`src/rtl/pasm_pkg.sv`:
```
`default_nettype none
package pasm_pkg;

    // Sizing of the coefficient stores and the result words.
    localparam int MAX_DEGREE = 15;
    localparam int COEFF_BITS = 16;
    localparam int IN_BITS    = 16;
    localparam int STORE_W    = (COEFF_BITS < IN_BITS) ? COEFF_BITS : IN_BITS;
    localparam int DEPTH      = MAX_DEGREE + 1;
    localparam int IDX_W      = 4;
    localparam int POW_W      = 5;
    localparam int VALUE_W    = 36;
    localparam int PROD_W     = 2 * STORE_W;

    // Operation codes of an input word.
    localparam logic [1:0] OP_LOAD_A  = 2'd0;
    localparam logic [1:0] OP_LOAD_B  = 2'd1;
    localparam logic [1:0] OP_COMPUTE = 2'd2;

    // Result kinds.
    localparam logic [1:0] KIND_SUM  = 2'd0;
    localparam logic [1:0] KIND_DIFF = 2'd1;
    localparam logic [1:0] KIND_PROD = 2'd2;

    // Configuration register indexes.
    localparam logic REG_DEGREE_A = 1'b0;
    localparam logic REG_DEGREE_B = 1'b1;

    // One step issued by the controller to the datapath.
    typedef struct packed {
        logic             valid;
        logic [1:0]       kind;
        logic [POW_W-1:0] power;
        logic [IDX_W-1:0] addr_a;
        logic [IDX_W-1:0] addr_b;
        logic             use_a;
        logic             use_b;
        logic             first;
        logic             fin;
        logic             last;
    } pasm_cmd_t;

    // Coefficient store write.
    typedef struct packed {
        logic               en_a;
        logic               en_b;
        logic [IDX_W-1:0]   addr;
        logic [STORE_W-1:0] data;
    } pasm_wr_t;

endpackage
`default_nettype wire

```
`src/rtl/pasm_dp.sv`:
```
`default_nettype none
module pasm_dp (
    input  wire logic                               clk,
    input  wire logic                               rst_n,
    input  wire pasm_pkg::pasm_wr_t                 wr,
    input  wire pasm_pkg::pasm_cmd_t                cmd,
    output logic                                    active,
    output logic                                    result_valid,
    output logic [1:0]                              result_kind,
    output logic [pasm_pkg::POW_W-1:0]              power,
    output logic signed [pasm_pkg::VALUE_W-1:0]     value,
    output logic                                    last
);

    localparam int SW = pasm_pkg::STORE_W;
    localparam int VW = pasm_pkg::VALUE_W;
    localparam int PW = pasm_pkg::PROD_W;

    logic [SW-1:0] mem_a [pasm_pkg::DEPTH];
    logic [SW-1:0] mem_b [pasm_pkg::DEPTH];

    logic [SW-1:0]        rd_a_reg, rd_b_reg;
    pasm_pkg::pasm_cmd_t  cmd1_reg, cmd2_reg;
    logic signed [SW-1:0] a1_reg, b1_reg, a1_next, b1_next;
    logic signed [PW-1:0] prod_reg, prod_next;
    logic signed [VW-1:0] acc_reg, acc_next;
    logic signed [VW-1:0] a_w, b_w, p_w, val_next;

    logic                 result_valid_reg;
    logic [1:0]           result_kind_reg;
    logic [pasm_pkg::POW_W-1:0] power_reg;
    logic signed [VW-1:0] value_reg;
    logic                 last_reg;

    // Stores: one write and one registered read per cycle each.
    always_ff @(posedge clk)
    begin
        if (wr.en_a)
        begin
            mem_a[wr.addr] <= wr.data;
        end
        if (wr.en_b)
        begin
            mem_b[wr.addr] <= wr.data;
        end
        rd_a_reg <= mem_a[cmd.addr_a];
        rd_b_reg <= mem_b[cmd.addr_b];
    end

    always_comb
    begin
        a1_next   = cmd1_reg.use_a ? $signed(rd_a_reg) : '0;
        b1_next   = cmd1_reg.use_b ? $signed(rd_b_reg) : '0;
        prod_next = a1_next * b1_next;
    end

    always_comb
    begin
        a_w      = {{(VW-SW){a1_reg[SW-1]}}, a1_reg};
        b_w      = {{(VW-SW){b1_reg[SW-1]}}, b1_reg};
        p_w      = {{(VW-PW){prod_reg[PW-1]}}, prod_reg};
        acc_next = cmd2_reg.first ? p_w : acc_reg + p_w;
        unique case (cmd2_reg.kind)
            pasm_pkg::KIND_SUM:  val_next = a_w + b_w;
            pasm_pkg::KIND_DIFF: val_next = b_w - a_w;
            default:             val_next = acc_next;
        endcase
    end

    always_ff @(posedge clk or negedge rst_n)
    begin
        if (!rst_n)
        begin
            cmd1_reg         <= '0;
            cmd2_reg         <= '0;
            result_valid_reg <= 1'b0;
        end
        else
        begin
            cmd1_reg         <= cmd;
            cmd2_reg         <= cmd1_reg;
            result_valid_reg <= cmd2_reg.valid && cmd2_reg.fin;
        end
    end

    always_ff @(posedge clk)
    begin
        a1_reg   <= a1_next;
        b1_reg   <= b1_next;
        prod_reg <= prod_next;
        if (cmd2_reg.valid && cmd2_reg.kind == pasm_pkg::KIND_PROD)
        begin
            acc_reg <= acc_next;
        end
        if (cmd2_reg.valid && cmd2_reg.fin)
        begin
            result_kind_reg <= cmd2_reg.kind;
            power_reg       <= cmd2_reg.power;
            value_reg       <= val_next;
            last_reg        <= cmd2_reg.last;
        end
    end

    assign active       = cmd1_reg.valid || cmd2_reg.valid;
    assign result_valid = result_valid_reg;
    assign result_kind  = result_kind_reg;
    assign power        = power_reg;
    assign value        = value_reg;
    assign last         = last_reg;

    a_strobe_src: assert property (@(posedge clk) disable iff (!rst_n)
        result_valid_reg |-> $past(cmd2_reg.valid && cmd2_reg.fin))
        else $error("result strobe without a finished step");

    a_pipe_order: assert property (@(posedge clk) disable iff (!rst_n)
        cmd1_reg.valid |=> cmd2_reg.valid)
        else $error("step lost between pipeline stages");

    a_last_prod: assert property (@(posedge clk) disable iff (!rst_n)
        result_valid_reg && last_reg |-> result_kind_reg == pasm_pkg::KIND_PROD)
        else $error("last flag on a word outside the product run");

endmodule
`default_nettype wire

```
`src/rtl/pasm_ctrl.sv`:
```
`default_nettype none
module pasm_ctrl (
    input  wire logic                        clk,
    input  wire logic                        rst_n,
    input  wire logic                        start,
    input  wire logic [1:0]                  operation,
    input  wire logic [pasm_pkg::IDX_W-1:0]  coeff_index,
    input  wire logic signed [15:0]          coeff_value,
    input  wire logic                        cfg_valid,
    input  wire logic                        cfg_index,
    input  wire logic [3:0]                  cfg_data,
    input  wire logic                        dp_active,
    output logic                             busy,
    output logic                             cfg_ready,
    output pasm_pkg::pasm_wr_t               wr,
    output pasm_pkg::pasm_cmd_t              cmd
);

    localparam int PW = pasm_pkg::POW_W;
    localparam logic [PW-1:0] MAXD = PW'(pasm_pkg::MAX_DEGREE);

    typedef enum logic [2:0] {
        S_IDLE,
        S_SUM,
        S_DIFF,
        S_PROD,
        S_DRAIN
    } state_t;

    state_t              state_reg, state_next;
    logic [PW-1:0]       p_reg, p_next;
    logic [pasm_pkg::IDX_W-1:0] j_reg, j_next;
    pasm_pkg::pasm_cmd_t cmd_reg, cmd_next;
    logic [3:0]          degree_a_reg, degree_b_reg;

    logic [PW-1:0] da, db, top, pmax, p_inc, pj, jlo, jhi, jlo_inc;
    logic          accept;

    always_ff @(posedge clk or negedge rst_n)
    begin
        if (!rst_n)
        begin
            degree_a_reg <= '0;
            degree_b_reg <= '0;
        end
        else if (cfg_valid && cfg_ready)
        begin
            unique case (cfg_index)
                pasm_pkg::REG_DEGREE_A: degree_a_reg <= cfg_data;
                default:                degree_b_reg <= cfg_data;
            endcase
        end
    end

    always_comb
    begin
        da      = ({1'b0, degree_a_reg} > MAXD) ? MAXD : {1'b0, degree_a_reg};
        db      = ({1'b0, degree_b_reg} > MAXD) ? MAXD : {1'b0, degree_b_reg};
        top     = (da > db) ? da : db;
        pmax    = da + db;
        p_inc   = p_reg + 1'b1;
        pj      = p_reg - {1'b0, j_reg};
        jlo     = (p_reg > db) ? p_reg - db : '0;
        jhi     = (p_reg < da) ? p_reg : da;
        jlo_inc = (p_inc > db) ? p_inc - db : '0;
    end

    assign accept = start && !busy;

    always_comb
    begin
        wr.addr = coeff_index;
        wr.data = coeff_value[pasm_pkg::STORE_W-1:0];
        wr.en_a = accept && operation == pasm_pkg::OP_LOAD_A
                  && {1'b0, coeff_index} <= MAXD;
        wr.en_b = accept && operation == pasm_pkg::OP_LOAD_B
                  && {1'b0, coeff_index} <= MAXD;
    end

    always_comb
    begin
        state_next = state_reg;
        p_next     = p_reg;
        j_next     = j_reg;
        cmd_next   = '0;
        unique case (state_reg)
            S_IDLE:
            begin
                if (accept && operation == pasm_pkg::OP_COMPUTE)
                begin
                    state_next = S_SUM;
                    p_next     = '0;
                end
            end
            S_SUM, S_DIFF:
            begin
                cmd_next.valid  = 1'b1;
                cmd_next.kind   = (state_reg == S_SUM) ? pasm_pkg::KIND_SUM
                                                       : pasm_pkg::KIND_DIFF;
                cmd_next.power  = p_reg;
                cmd_next.addr_a = p_reg[pasm_pkg::IDX_W-1:0];
                cmd_next.addr_b = p_reg[pasm_pkg::IDX_W-1:0];
                cmd_next.use_a  = p_reg <= da;
                cmd_next.use_b  = p_reg <= db;
                cmd_next.first  = 1'b1;
                cmd_next.fin    = 1'b1;
                if (p_reg == top)
                begin
                    p_next     = '0;
                    j_next     = '0;
                    state_next = (state_reg == S_SUM) ? S_DIFF : S_PROD;
                end
                else
                begin
                    p_next = p_inc;
                end
            end
            S_PROD:
            begin
                cmd_next.valid  = 1'b1;
                cmd_next.kind   = pasm_pkg::KIND_PROD;
                cmd_next.power  = p_reg;
                cmd_next.addr_a = j_reg;
                cmd_next.addr_b = pj[pasm_pkg::IDX_W-1:0];
                cmd_next.use_a  = 1'b1;
                cmd_next.use_b  = 1'b1;
                cmd_next.first  = {1'b0, j_reg} == jlo;
                cmd_next.fin    = {1'b0, j_reg} == jhi;
                cmd_next.last   = ({1'b0, j_reg} == jhi) && (p_reg == pmax);
                if ({1'b0, j_reg} == jhi)
                begin
                    if (p_reg == pmax)
                    begin
                        state_next = S_DRAIN;
                    end
                    else
                    begin
                        p_next = p_inc;
                        j_next = jlo_inc[pasm_pkg::IDX_W-1:0];
                    end
                end
                else
                begin
                    j_next = j_reg + 1'b1;
                end
            end
            S_DRAIN:
            begin
                if (!cmd_reg.valid && !dp_active)
                begin
                    state_next = S_IDLE;
                end
            end
            default:
            begin
                state_next = S_IDLE;
            end
        endcase
    end

    always_ff @(posedge clk or negedge rst_n)
    begin
        if (!rst_n)
        begin
            state_reg <= S_IDLE;
            p_reg     <= '0;
            j_reg     <= '0;
            cmd_reg   <= '0;
        end
        else
        begin
            state_reg <= state_next;
            p_reg     <= p_next;
            j_reg     <= j_next;
            cmd_reg   <= cmd_next;
        end
    end

    assign busy      = state_reg != S_IDLE;
    assign cfg_ready = !busy;
    assign cmd       = cmd_reg;

    a_cmd_busy: assert property (@(posedge clk) disable iff (!rst_n)
        cmd_reg.valid |-> busy)
        else $error("step issued while idle");

    a_term_range: assert property (@(posedge clk) disable iff (!rst_n)
        state_reg == S_PROD |-> ({1'b0, j_reg} <= da && pj <= db && {1'b0, j_reg} <= p_reg))
        else $error("product term outside both degrees");

    a_last_drain: assert property (@(posedge clk) disable iff (!rst_n)
        cmd_next.valid && cmd_next.last |=> state_reg == S_DRAIN)
        else $error("final product step did not lead to drain");

endmodule
`default_nettype wire

```
`src/rtl/polynomial_add_sub_multiply.sv`:
```
`default_nettype none
// Channel        Handshake              Payload
// input word     start, busy            operation, coeff_index, coeff_value
// result word    result_valid (strobe)  result_kind, power, value, last
// configuration  cfg_valid, cfg_ready   cfg_index, cfg_data
//
// A load word is written to its store when taken and leaves busy low. A compute word holds
// busy through one step per sum and difference power, where the powers run up to the larger
// degree, and one per coefficient pair through the single multiply-accumulate, plus the
// three-stage read, multiply and add pipeline draining.
// Reset is asynchronous and active low; the coefficient stores are not cleared.
// Result words cannot be stalled: each is shown for exactly one cycle.
module polynomial_add_sub_multiply (
    input  wire logic                                 clk,
    input  wire logic                                 rst_n,
    // Input words.
    input  wire logic                                 start,
    output logic                                      busy,
    input  wire logic [1:0]                           operation,
    input  wire logic [pasm_pkg::IDX_W-1:0]           coeff_index,
    input  wire logic signed [15:0]                   coeff_value,
    // Result words.
    output logic                                      result_valid,
    output logic [1:0]                                result_kind,
    output logic [pasm_pkg::POW_W-1:0]                power,
    output logic signed [pasm_pkg::VALUE_W-1:0]       value,
    output logic                                      last,
    // Configuration writes.
    input  wire logic                                 cfg_valid,
    output logic                                      cfg_ready,
    input  wire logic                                 cfg_index,
    input  wire logic [3:0]                           cfg_data
);

    // The controller walks the sum, difference and product runs and issues
    // one read step per cycle; the datapath owns the stores and arithmetic.
    pasm_pkg::pasm_wr_t  wr;
    pasm_pkg::pasm_cmd_t cmd;
    logic                dp_active;

    pasm_ctrl u_ctrl (
        .clk         (clk),
        .rst_n       (rst_n),
        .start       (start),
        .operation   (operation),
        .coeff_index (coeff_index),
        .coeff_value (coeff_value),
        .cfg_valid   (cfg_valid),
        .cfg_index   (cfg_index),
        .cfg_data    (cfg_data),
        .dp_active   (dp_active),
        .busy        (busy),
        .cfg_ready   (cfg_ready),
        .wr          (wr),
        .cmd         (cmd)
    );

    // The datapath registers every result, so each word appears on the
    // result ports for one cycle with its strobe.
    pasm_dp u_dp (
        .clk          (clk),
        .rst_n        (rst_n),
        .wr           (wr),
        .cmd          (cmd),
        .active       (dp_active),
        .result_valid (result_valid),
        .result_kind  (result_kind),
        .power        (power),
        .value        (value),
        .last         (last)
    );

endmodule
`default_nettype wire
```
`config.mk`:
```
export PLATFORM = sky130hd
export DESIGN_NAME = polynomial_add_sub_multiply
export DESIGN_NICKNAME = d
export VERILOG_FILES = /design/src/rtl/pasm_pkg.sv /design/src/rtl/pasm_dp.sv /design/src/rtl/pasm_ctrl.sv /design/src/rtl/polynomial_add_sub_multiply.sv
export SDC_FILE = /design/constraint.sdc
export NUM_CORES = 2
export LEC_CHECK = 0
export ABC_AREA = 0
export CELL_PAD_IN_SITES_DETAIL_PLACEMENT = 0
export CELL_PAD_IN_SITES_GLOBAL_PLACEMENT = 1
export CORE_MARGIN = 2
export CORE_UTILIZATION = 30
export CTS_BUF_LIST = sky130_fd_sc_hd__clkbuf_2
export DETAILED_ROUTE_END_ITERATION = 8
export DONT_BUFFER_PORTS = 1
export PLACE_DENSITY_LB_ADDON = 0.3
export SLEW_MARGIN = 20
export SYNTH_ARGS = -nofsm -noshare
export SYNTH_HDL_FRONTEND = slang
export SYNTH_HIERARCHICAL = 1
export SYNTH_SLANG_ARGS = --single-unit
```
`constraint.sdc`:
```
create_clock -name clk -period 11 [get_ports clk]
set_clock_uncertainty 0.15 [all_clocks]
set_input_delay 0.55 -clock clk [delete_from_list [all_inputs] [get_ports clk]]
set_output_delay 0.55 -clock clk [all_outputs]
set_load 0.02 [all_outputs]
```
; ---- Word-level counts from Yosys, hierarchy flattened
; Memories as Yosys holds them, arrays and structs flattened. A register that Yosys moved wholly into a read port is not among the register bits.
; Index checks and enable logic that the tools add are counted.
[totals]
register_bits = 210
ramBits = 512
in_bits = 31
output_inout_bits = 47
n_memories = 2
[memory_table]
columns = memory, words, word_bits, rd, rd_ports_with_merged_regs, wr, line_no
row1 = u_dp.mem_a, 16, 16, 1, 1, 1, pasm_dp.sv:19  ; logic [SW-1:0] mem_a [pasm_pkg::DEPTH];
row2 = u_dp.mem_b, 16, 16, 1, 1, 1, pasm_dp.sv:20  ; logic [SW-1:0] mem_b [pasm_pkg::DEPTH];
[op_classes]
addsub = 9
n_mul = 1
magnitude_cmp = 6
eq_ne = 19
muxes = 31
bitwise_logic = 1
n_reduce_logical = 25
[op_table]
columns = cell, n
row1 = $pmux 36 s2, 1
row2 = $pmux 20 s2, 1
row3 = $add 36x32->36, 1
row4 = $mux 36, 1
row5 = $mul 16x16->32, 1
row6 = $mux 16, 2
row7 = $mux 5, 6
row8 = $mux 4, 5
row9 = $add 16x16->17, 1
row10 = $sub 16x16->17, 1
row11 = $mux 3, 5
row12 = $pmux 5 s3, 1
row13 = $pmux 3 s4, 1
row14 = $eq 4x5->1, 2
row15 = $gt 5x4->1, 2
row16 = $le 5x4->1, 2
row17 = $ne 2x1->1 const B, 5
row18 = $logic_and 1x1->1, 9
row19 = $pmux 4 s2, 1
row20 = $sub 4x4->4, 2
row21 = $mux 1, 7
row22 = $eq 3x2->1 const B, 2
row23 = $reduce_bool 3->1, 2
row24 = $add 4x4->5, 1
row25 = 24 further kinds, 30

; ---- Logic depth before layout (Yosys ltp)
[depth]
ltp_word = 6
depth_mapped = 28
depth_no_buf = 25

; ---- Hierarchy
; The synthesis kept the hierarchy.
[by_module_without_submodules]
columns = mod, n_inst, cells_per_inst, area_each_um2
row1 = pasm_dp, 1, 2725, 38071.5
row2 = pasm_ctrl, 1, 373, 3365.7

; ---- Least setup slack after synthesis
; OpenSTA, ideal clock, no wires.
[synth_timing]
kind = reg-to-reg
from = register u_dp/cmd1_reg[3] in the netlist's numbering
to = register u_dp.prod_reg[31]
setup_ns = 0.072
t_arrival_ns = 6.481
required_time_ns = 10.778
setup_slack_ns = 4.297
stages_incl_launch_ff = 26
synth_period_minus_slack_ns = 6.703
path_cell_list = dfrtp_1 clkbuf_1 clkbuf_1 nand2_1 clkinv_1 nand2_1 inv_1 fa_1 fa_1 inv_1 fa_1 fa_1 fa_1 fa_1 inv_1 ha_1 a21o_1 a21o_1 a21oi_1 nor2_1 o21ai_0 nor2b_1 o22ai_1 a211o_1 a21oi_2 xnor2_1
[synth_between]
elab_chain_cells = 2
[synth_lines]
columns = element, line_no
row1 = from (decl), pasm_dp.sv:23  ; pasm_pkg::pasm_cmd_t cmd1_reg, cmd2_reg;
row2 = from (signal assigned), pasm_dp.sv:80  ; cmd1_reg <= cmd;
row3 = $mux 16, pasm_dp.sv:53  ; b1_next = cmd1_reg.use_b ? $signed(rd_b_reg) : '0;
row4 = net u_dp.b1_next[2], pasm_dp.sv:24  ; logic signed [SW-1:0] a1_reg, b1_reg, a1_next, b1_next;
row5 = $mul 16x16->32, pasm_dp.sv:54  ; prod_next = a1_next * b1_next;
row6 = net u_dp.prod_next[31], pasm_dp.sv:25  ; logic signed [PW-1:0] prod_reg, prod_next;
row7 = to (signal assigned), pasm_dp.sv:90  ; prod_reg <= prod_next;
row8 = to (decl), pasm_dp.sv:25
; The timed path passes the listed nets, and every way through them passes these cells.
; A chain may end at the register's enable or synchronous reset.

; ---- Worst setup path after layout
; Ends and elaborated chain as after synthesis.

==> impl_metrics.py <==
metrics = {
    "run_status": {
        "result_of_the_run": "finished clean",
    },
    "setup_path": {
        "worst_ep_required_ns": 12.31,
        "max_stage_delay_ns": 0.85,
        "end_kind": "flop",
        "worstPathCellList": "nand2_1 -> clkinv_1 -> nand2_1 -> inv_1 -> fa_1 -> fa_1 -> inv_1 -> fa_1 -> fa_1 -> fa_1 -> fa_1 -> inv_1 -> ha_1 -> a21o_1 -> a21o_1 -> a21oi_1 -> nor2_1 -> o21ai_0 -> nor2b_1 -> o22ai_1 -> a211o_1 -> a21oi_2 -> xnor2_1",
        "worst-r2r-cell-count": 23,
        "cp.depth": 23,
        "arrival_ns": 8.89,
        "startpoint_type": "flop",
        "cp_max_fo": 16,
        "cp.buffers_inverters": 4,
        "slowest_cell_on_the_critical_path": "sky130_fd_sc_hd__fa_1",
        "cp_common_cell": "sky130_fd_sc_hd__fa_1",
        "crit_family": "adder cells",
        "worst-setup-path-type": "reg -> reg",
    },
    "floorplanning": {
        "floorplan.io_pins": 78,
        "die_span_x_um": 376,
        "dieHeight_um": 376,
        "floorplan.die_area_um2": 141000,
        "start_util": 0.302,
        "core.rowCount": 136,
        "fp.coreArea_um2": 137000,
    },
    "timing": {
        "final.min_clock_period_ns": 7.57,
        "timing.final.ws_setup_ns": 3.43,
        "fin_crit_sh": 0.688,
        "number_of_setup_violations_in_the_final_report": 0,
        "worst_slew_pin_slew_ns": 1.03,
        "timing.fmax_mhz": 132,
        "report.final.hold_viol_count": 0,
        "grt_setup_unrepaired": "no",
        "slew_viol_final": 0,
        "worst_slew_margin_rel": 0.310,
        "fin_setup_tns_ns": 0,
    },
    "drt": {
        "routed_wl_um": 107000,
        "dr.pass1.iters": 5,
        "route.detailed.drc": 0,
        "routed_wire_length_per_instance_um": 20.3,
        "viasPerCell": 4.69,
        "detailedRoute.firstIterationViolations": 1757,
        "remaining_antenna_violation_count": 0,
        "dr_total_vias": 24800,
    },
    "synthesis": {
        "synth_top_cell_by_area": "sky130_fd_sc_hd__edfxtp_1",
        "synth-warning-count": 6,
        "yosys_register_bits": 754,
        "synthDistinctLibCells": 100,
        "synth_flop_cell": "sky130_fd_sc_hd__edfxtp_1",
        "synth_area_per_cell_um2": 13.4,
        "synth_top_area_frac": 0.429,
        "synth_nets": 3572,
        "netlist_instances": 3098,
        "async_flop_share": 0.0875,
        "synth_area_leaders": "sky130_fd_sc_hd__edfxtp_1 43%, sky130_fd_sc_hd__fa_1 13%, sky130_fd_sc_hd__mux4_2 8.7%",
        "synth_sequential_area_ratio": 0.515,
        "synth_enable_flop_cells": 592,
        "synthesis.area_um2": 41400,
    },
    "global_routing": {
        "grt_start_max_net_pins": 67,
        "grt_pass1_vias": 26400,
        "total_track_usage": 0.154,
        "grt_pass1_wl_um": 163000,
        "grt_antenna_before_repair": 8,
        "gr-total-overflow": 0,
    },
    "clock_tree": {
        "ctsLongestPathBuffers": 3,
        "cts_made_buffers": 195,
        "path_clk_slew_ns": 0.12,
        "tritoncts_num_sinks": 754,
        "cts.htree.levels": 4,
        "clk_latency_worst_skew_pair_ns": 1.61,
        "tritoncts_clock_tree": "done",
        "cts_repair_resize_count": 0,
        "clock_tree_root_driver_cell": "sky130_fd_sc_hd__clkbuf_2",
        "postCtsSetupRepairBufs": 0,
    },
    "job": {
        "max_cap_violations": 0,
    },
    "placed_design": {
        "worst_setup_timing_slack_at_the_placement_stage_ns": 3.44,
        "place_congestion": 0.824,
        "buffer_ports.inserted": 0,
        "placedCellCount": 4810,
        "dp_hpwl_um": 71600,
    },
    "cells_and_area": {
        "fillerInstances": 13500,
        "proportion_of_layout_cells_with_a_drive_suffix_above_1": 0.181,
        "layout.nets": 3804,
        "leading_cell_type_in_the_layout_fill_and_taps_excluded": "sky130_fd_sc_hd__edfxtp_1",
        "leading_cell_types_in_the_layout_fill_and_taps_excluded": "592 x sky130_fd_sc_hd__edfxtp_1, 377 x sky130_fd_sc_hd__inv_1, 284 x sky130_fd_sc_hd__clkbuf_2, 273 x sky130_fd_sc_hd__nand2_1, 269 x sky130_fd_sc_hd__fa_1",
        "top_regs": "u_dp/mem_a (256), u_dp/mem_b (256)",
        "area_growth_syn_to_layout_pct": 12.8,
        "layout.cells.non_filler": 5290,
    },
    "worst_hold_path": {
        "min_delay_path_depth": 0,
        "holdCritPathClass": "reg -> reg",
    },
}
-- layout make-up --
| class | instances | area (um^2) | share of cell area |
|---|---|---|---|
| inverter | 394 | 1480 | 0.0316 |
| multi-input combinational | 1819 | 18100 | 0.386 |
| timing repair buffer | 166 | 1650 | 0.0354 |
| sequential | 754 | 21400 | 0.457 |
| tap | 1794 | 2240 | 0.0480 |
| clock inverter | 71 | 497 | 0.0106 |
| antenna | 8 | 20.0 | 0.000428 |
| clock buffer | 284 | 1420 | 0.0304 |
-- repair_timing --
| item | CTS | global route |
|---|---|---|
| hold buffers | 107 | 10 |
| setup endpoints to repair | 0 | 0 |
| hold endpoints to repair | 1106 | 297 |
-- path summary, 6_finish.rpt --
kind / startpoint / end / slack, ns
worst max register to register: u_dp/cmd1_reg[3] / u_dp/prod_reg[31] / 3.43
worst min-delay path: u_dp/cmd1_reg[19] / u_dp/cmd2_reg[19] / 0.07
max in group asynchronous: rst_n / u_dp/cmd2_reg[2] / 9.75
min in group asynchronous: rst_n / u_dp/cmd2_reg[18] / 0.50
worst min register to register: u_dp/cmd1_reg[19] / u_dp/cmd2_reg[19] / 0.07
worst max-delay path: u_dp/cmd1_reg[3] / u_dp/prod_reg[31] / 3.43
-- stage by stage --
stage / util / hold WS (ns) / area (um^2)
after floorplan: - / 0.104 / 41400
after global placement: 0.317 / 0.106 / 43500
after detailed placement: 0.317 / 0.105 / 43500
after CTS: 0.340 / 0.0417 / 46700
after global routing: 0.340 / 0.0463 / 46700
final: 0.340 / 0.0694 / 46700
-- layer usage --
layer	up-vias	global-route usage	routed length, um
met5	-	0	26
met4	4	0.0459	2240
met3	162	0.0345	5520
met2	632	0.244	49900
met1	12600	0.211	49500
li1	11400	-	-
-- logic make-up after synthesis --
kind of cell / after synthesis / synth area share
flops: 754 / 0.515
simple gates: 720 / 0.0766
buf+inv: 525 / 0.0502
fa+ha+maj: 443 / 0.182
compound gates: 368 / 0.0595
mux: 184 / 0.0932
xor+xnor: 104 / 0.0228
-- Yosys cell counts (all sizes together) (6+ instances only) --
cell	n
o21a	17
inv	380
o211ai	13
a22o	10
mux2	15
ha	174
xor2	32
dfxtp	96
dfrtp	66
nand2	275
or2	6
xnor2	70
buf	56
clkbuf	75
clkinv	14
nand4	11
o31ai	12
mux2i	9
nor2b	26
and3	8
nor3	28
nand2b	19
a21o	23
a211oi	16
a31oi	12
nand3b	9
mux4	160
nor4	8
and2	10
o21bai	12
nand3	35
fa	269
edfxtp	592
nor2	264
a21oi	89
o21ai	111
Power is not shown: default switching activity piles up to over one toggle a cycle in this logic, so the estimate is an artifact.
